==> config.mk <==
export PLATFORM = sky130hd
export DESIGN_NAME = mbq_ctrl
export DESIGN_NICKNAME = d
export VERILOG_FILES = /design/src/sv/mbq_pkg.sv /design/src/sv/mbq_ctrl.sv
export SDC_FILE = /design/constraint.sdc
export NUM_CORES = 1
export LEC_CHECK = 0
export BUFFER_PORTS_ARGS = -buffer_cell sky130_fd_sc_hd__buf_4
export CAP_MARGIN = 5
export CORE_UTILIZATION = 42
export DETAILED_ROUTE_END_ITERATION = 10
export PLACE_DENSITY = 0.73
export SLEW_MARGIN = 20
export SYNTH_ARGS = -nofsm -noshare
export SYNTH_HDL_FRONTEND = slang
export SYNTH_SLANG_ARGS = --single-unit
==> constraint.sdc <==
create_clock -name clk_i -period 1.1 [get_ports clk_i]
set_input_delay 0.22 -clock clk_i [delete_from_list [all_inputs] [get_ports clk_i]]
set_output_delay 0.22 -clock clk_i [all_outputs]
set_load 0.005 [all_outputs]
==> src/sv/mbq_pkg.sv <==
// Package for the mailbox queue store: sizes, request and status codes, and the
// command and status structs that join the controller and the datapath.
// No dependencies.
package mbq_pkg;

  localparam int NUM_BOXES   = 1024;
  localparam int QUEUE_DEPTH = 3;
  localparam int WORD_WIDTH  = 64;

  // Fixed field widths of the stream payloads.
  localparam int REQ_W      = 2;
  localparam int BOX_ID_W   = 10;
  localparam int MSG_W      = 64;
  localparam int STATUS_W   = 2;
  localparam int DATA_W     = 64;
  localparam int IN_TDATA_W = 80;
  localparam int OUT_TDATA_W = 72;

  // Derived storage widths.
  localparam int BOX_AW = (NUM_BOXES > 1) ? $clog2(NUM_BOXES) : 1;
  localparam int POS_W  = (QUEUE_DEPTH > 1) ? $clog2(QUEUE_DEPTH) : 1;
  localparam int CNT_W  = $clog2(QUEUE_DEPTH + 1);
  localparam int RING_W = $clog2(2 * QUEUE_DEPTH);

  localparam logic [REQ_W-1:0] REQ_REG_QUEUED   = 2'd0;
  localparam logic [REQ_W-1:0] REQ_REG_UNQUEUED = 2'd1;
  localparam logic [REQ_W-1:0] REQ_SEND         = 2'd2;
  localparam logic [REQ_W-1:0] REQ_RECV         = 2'd3;

  localparam logic [STATUS_W-1:0] ST_OK   = 2'd0;
  localparam logic [STATUS_W-1:0] ST_FAIL = 2'd1;
  localparam logic [STATUS_W-1:0] ST_DATA = 2'd2;

  typedef struct packed {
    logic              mode;
    logic              registered;
    logic [CNT_W-1:0]  count;
    logic [POS_W-1:0]  head;
  } box_state_t;

  typedef struct packed {
    logic              capture;
    logic              exec;
    logic              clr_we;
    logic [BOX_AW-1:0] clr_addr;
  } mbq_cmd_t;

  typedef struct packed {
    logic out_full;
  } mbq_stat_t;

endpackage

==> src/sv/mbq_ctrl.sv <==
// Controller of the mailbox queue store: clearing pass after reset, accept and
// execute sequencing, output register handshake.
// Depends on mbq_pkg.
module mbq_ctrl
  import mbq_pkg::*;
(
  input  logic      clk_i,
  input  logic      rst_ni,
  input  logic      s_axis_tvalid,
  output logic      s_axis_tready,
  input  logic      m_axis_tready,
  input  mbq_stat_t stat_i,
  output mbq_cmd_t  cmd_o
);

  localparam logic [1:0] S_CLEAR = 2'd0;
  localparam logic [1:0] S_IDLE  = 2'd1;
  localparam logic [1:0] S_EXEC  = 2'd2;

  logic [1:0]        state_q, state_d;
  logic [BOX_AW-1:0] clr_addr_q, clr_addr_d;
  logic              accept;
  logic              exec;

  assign s_axis_tready = (state_q == S_IDLE);
  assign accept        = s_axis_tvalid && s_axis_tready;
  // The result may only be loaded once the output register is free or being emptied.
  assign exec          = (state_q == S_EXEC) && (!stat_i.out_full || m_axis_tready);

  always_comb begin
    state_d    = state_q;
    clr_addr_d = clr_addr_q;
    case (state_q)
      S_CLEAR: begin
        clr_addr_d = clr_addr_q + BOX_AW'(1);
        if (clr_addr_q == BOX_AW'(NUM_BOXES - 1)) begin
          state_d = S_IDLE;
        end
      end
      S_IDLE: begin
        if (accept) begin
          state_d = S_EXEC;
        end
      end
      S_EXEC: begin
        if (exec) begin
          state_d = S_IDLE;
        end
      end
      default: begin
        state_d = S_IDLE;
      end
    endcase
  end

  always_ff @(posedge clk_i or negedge rst_ni) begin
    if (!rst_ni) begin
      state_q    <= S_CLEAR;
      clr_addr_q <= '0;
    end else begin
      state_q    <= state_d;
      clr_addr_q <= clr_addr_d;
    end
  end

  assign cmd_o.capture  = accept;
  assign cmd_o.exec     = exec;
  assign cmd_o.clr_we   = (state_q == S_CLEAR);
  assign cmd_o.clr_addr = clr_addr_q;

endmodule

==> results.txt <==
----------------------------------------------------
[Run status]
  Outcome ... finished, violations left
  Violations in the final reports ... negative setup slack

[Worst setup path]
  Kind of launch point of the worst setup path ... register
  Crit path required time ... roughly 0.88 ns
  Worst-path cell with the longest stage delay ... sky130_fd_sc_hd__dfrtp_2
  Kind of critical path ... reg -> out
  Data arrival, critical path ... between 1 and 1.5 ns
  Maximum fanout encountered on the critical timing path ... 5
  Series of cell instances along the critical path ... nor2_4 -> buf_6 -> buf_6
  Sort of element at the end of the critical path ... output pin
  CP peak stage delay ... 0.49 ns
  Cell with the most instances on the worst path ... sky130_fd_sc_hd__buf_6

[Global routing]
  Global-route wire length before repair ... about 2600 um
  Total global routing track utilization ... a little over a quarter
  Number of antenna violations at the first check in global routing ... 0
  Number of global-route vias before repair ... 594
  Maximum number of pins on one net before global-route repair ... 13
  Total gr overflow ... 0

[Logic synthesis]
  Cells after Synth ... 50
  Number of synthesized register bits ... 12
  Total number of yosys warnings ... 0
  Sequential cell area fraction in the yosys report ... a little over half
  Avg Cell Area, Syn ... approximately 12 um2
  Post-synth net total ... 56
  Post-Synthesis Cell Area ... between 500 and 600 um2
  Number of distinct standard cells referenced by the synthesized netlist ... 20

[Placement]
  Half-perimeter wire length after detailed placement ... approximately 950 um
  Final RePlAce weighted congestion ... 0.7096
  Worst setup timing slack at the placement stage ... -0.06367 ns
  I/O Buffers ... 18
  Instance count after placement with tap cells included ... 89

[Timing]
  RSZ-0062 raised after global routing ... yes
  Smallest hold slack ... 0.1699 ns
  Final count of negative-setup-slack endpoints ... 22
  Headroom to the max-slew limit ... approximately 79%
  Period utilization ... 123.9%
  Max Clk Rate ... about 0.73 GHz
  Final min period ... 1.363 ns
  Slew @ Worst Pin ... 0.3076 ns
  Final setup skew ... between 0.006 and 0.007 ns
  Final-report hold violation count ... 0
  Max-slew violation count ... 0
  Worst setup margin ... -0.2625 ns

[Route]
  DR top layer ... met4
  Post-route antenna net violation count ... 0
  DRT Wirelength ... between 2000 and 2500 um
  Routed met3 length ... around 150 um
  Mean number of vias per cell ... between 5 and 6
  Metal2 WL ... between 1000 and 1500 um
  Initial DRC Count ... 21
  Residual DRC count ... 0
  Length of the first detailed-routing pass in iterations ... 4
  Via total after detailed routing ... between 600 and 700
  Met1 routed wirelength after detailed routing ... 904 um
  Routed length per instance ... around 22 um

[CTS]
  Clock slew at the register clock pins of the worst setup and hold paths ... about 0.08 ns
  Total clock buffers created by CTS ... 3
  Maximum root-to-sink buffer count ... 2
  Clock Latency Late Sink ... 0.28 ns
  TritonCTS clock tree ... built
  # clock sinks ... 12
  CTS HTree Levels ... 1
  Clock Root Buffer ... sky130_fd_sc_hd__clkbuf_4

[Flow run]
  Max cap viols ... 0

[Die]
  Starting density of the core ... between 40% and 50%
  Die Area ... 1523 um2
  Number of cell rows ... 12
  Height of the chip ... just under 40 um
  X dimension of the die ... roughly 39 um
  I/O pins ... 19
  Core region area ... about 1200 um2

[Finish]
  Fraction of final layout cells with drive strength greater than 1 ... 70.21%
  Net total in the final layout ... ~100
  Layout filler cell count ... 27
  Non-filler cells in the finished layout ... 108
  Number of antenna cells inserted ... 0
  Relative area change from synthesis to final layout ... 97.39%
  Leading cell type in the layout, fill and taps excluded ... sky130_fd_sc_hd__buf_4
  Highest-count cells in the layout ignoring fill and taps ... sky130_fd_sc_hd__buf_4, sky130_fd_sc_hd__buf_6, sky130_fd_sc_hd__dfrtp_1

[Pwr]
  Maximum vdd ir drop ... roughly 2.1 mV
  Power per standard cell area ... 2865 nW/um2
  Total chip power ... 3.255 mW
  Leak ... around 0.55 nW

[Hold path]
  Worst hold-check path type ... in -> reg

----------------------------------------------------
area by class of cell:
type	instances	area [um2]	share of cell area, %
Sequential cell	12	305.3	26.87
Clock buffer	3	22.52	1.982
Timing Repair Buffer	43	409.1	36.01
Tap cell	14	17.52	1.542
Multi-Input combinational cell	34	374.1	32.93
Inverter	2	7.507	0.6608
cell usage after synthesis:
master	instances	share of area [%]
sky130_fd_sc_hd__xnor2_1	5	7.6
sky130_fd_sc_hd__o32ai_1	1	1.5
sky130_fd_sc_hd__nand2b_1	1	1.1
sky130_fd_sc_hd__nand2_1	3	2.0
sky130_fd_sc_hd__a21oi_1	2	1.7
sky130_fd_sc_hd__buf_4	2	2.6
sky130_fd_sc_hd__nand4bb_4	1	4.8
sky130_fd_sc_hd__inv_1	2	1.3
sky130_fd_sc_hd__and3_1	1	1.1
sky130_fd_sc_hd__dfrtp_1	12	52
sky130_fd_sc_hd__xor2_1	4	6.1
sky130_fd_sc_hd__nand3_1	3	2.6
sky130_fd_sc_hd__and4_2	1	1.7
sky130_fd_sc_hd__nand4_1	4	4.3
sky130_fd_sc_hd__ha_1	1	2.2
sky130_fd_sc_hd__nor2_1	2	1.3
sky130_fd_sc_hd__nor2_2	1	1.1
sky130_fd_sc_hd__nor3_1	2	1.7
sky130_fd_sc_hd__nor2b_1	1	1.1
sky130_fd_sc_hd__mux2_2	1	2.0
stage by stage:
stage | util (%) | TNS, ns | cell area (um2)
6_report | 95.78 | -2.662 | 1136
5_1_grt | 95.78 | -3.234 | 1136
4_1_cts | 85.34 | -1.294 | 1012
3_5_place_dp | 68.46 | -0.1885 | 812.0
3_3_place_gp | 68.46 | -0.01840 | 812.0
2_1_floorplan | - | -0.2737 | 594.3
registers in the layout (all words and copies together) (netlist names):
name,cells
state_q,2
clr_addr_q,10
logic make-up after synthesis:
family          Yosys count  share of synthesized area [%]
compound gates            3                          3.261
mux                       1                          1.956
flops                    12                          52.17
fa+ha+maj                 1                          2.174
buf+inv                   4                          3.913
xor+xnor                  9                          13.69
simple gates             20                          22.83
final timing paths:
path / startpoint / end / slack (ns) / cells after the start
max in group asynchronous: rst_ni / state_q[0] / 0.55 / 2
worst min register to register: clr_addr_q[6] / clr_addr_q[6] / 0.54 / 1
min in group asynchronous: rst_ni / state_q[1] / 0.37 / 2
worst max register to register: state_q[0] / clr_addr_q[9] / -0.22 / 4
worst min-delay path: m_axis_tready / state_q[1] / 0.17 / 2
worst max-delay path: state_q[1] / cmd_o[10] / -0.26 / 3
per-layer routing:
metal | GRT usage (%) | vias to the layer above
met2 | 50.42 | 47
met5 | 0 | -
met1 | 29.64 | 302
met4 | 7.759 | 0
li1 | - | 261
met3 | 5.202 | 10
power by group:
part / total, mW / switching (mW) / internal [mW]
combinational: 2.16 / 0.857 / 1.31
sequential: 0.805 / 0.206 / 0.598
clock: 0.285 / 0.158 / 0.127
total: 3.25 / 1.22 / 2.03
critical path: cells and delay by family, from the launching register on:
kind / cells / cell delay (ns)
buffers and inverters: 2 / 0.21
flip-flops: 1 / 0.49
AND/OR/NAND/NOR: 1 / 0.17
what timing repair did:
action	CTS	global route
pin swaps	13	10
resized for setup	23	18
hold endpoints to repair	12	0
hold buffers	1	0
setup buffers	11	4
setup endpoints to repair	16	21
(Power assumes the default switching activity.)
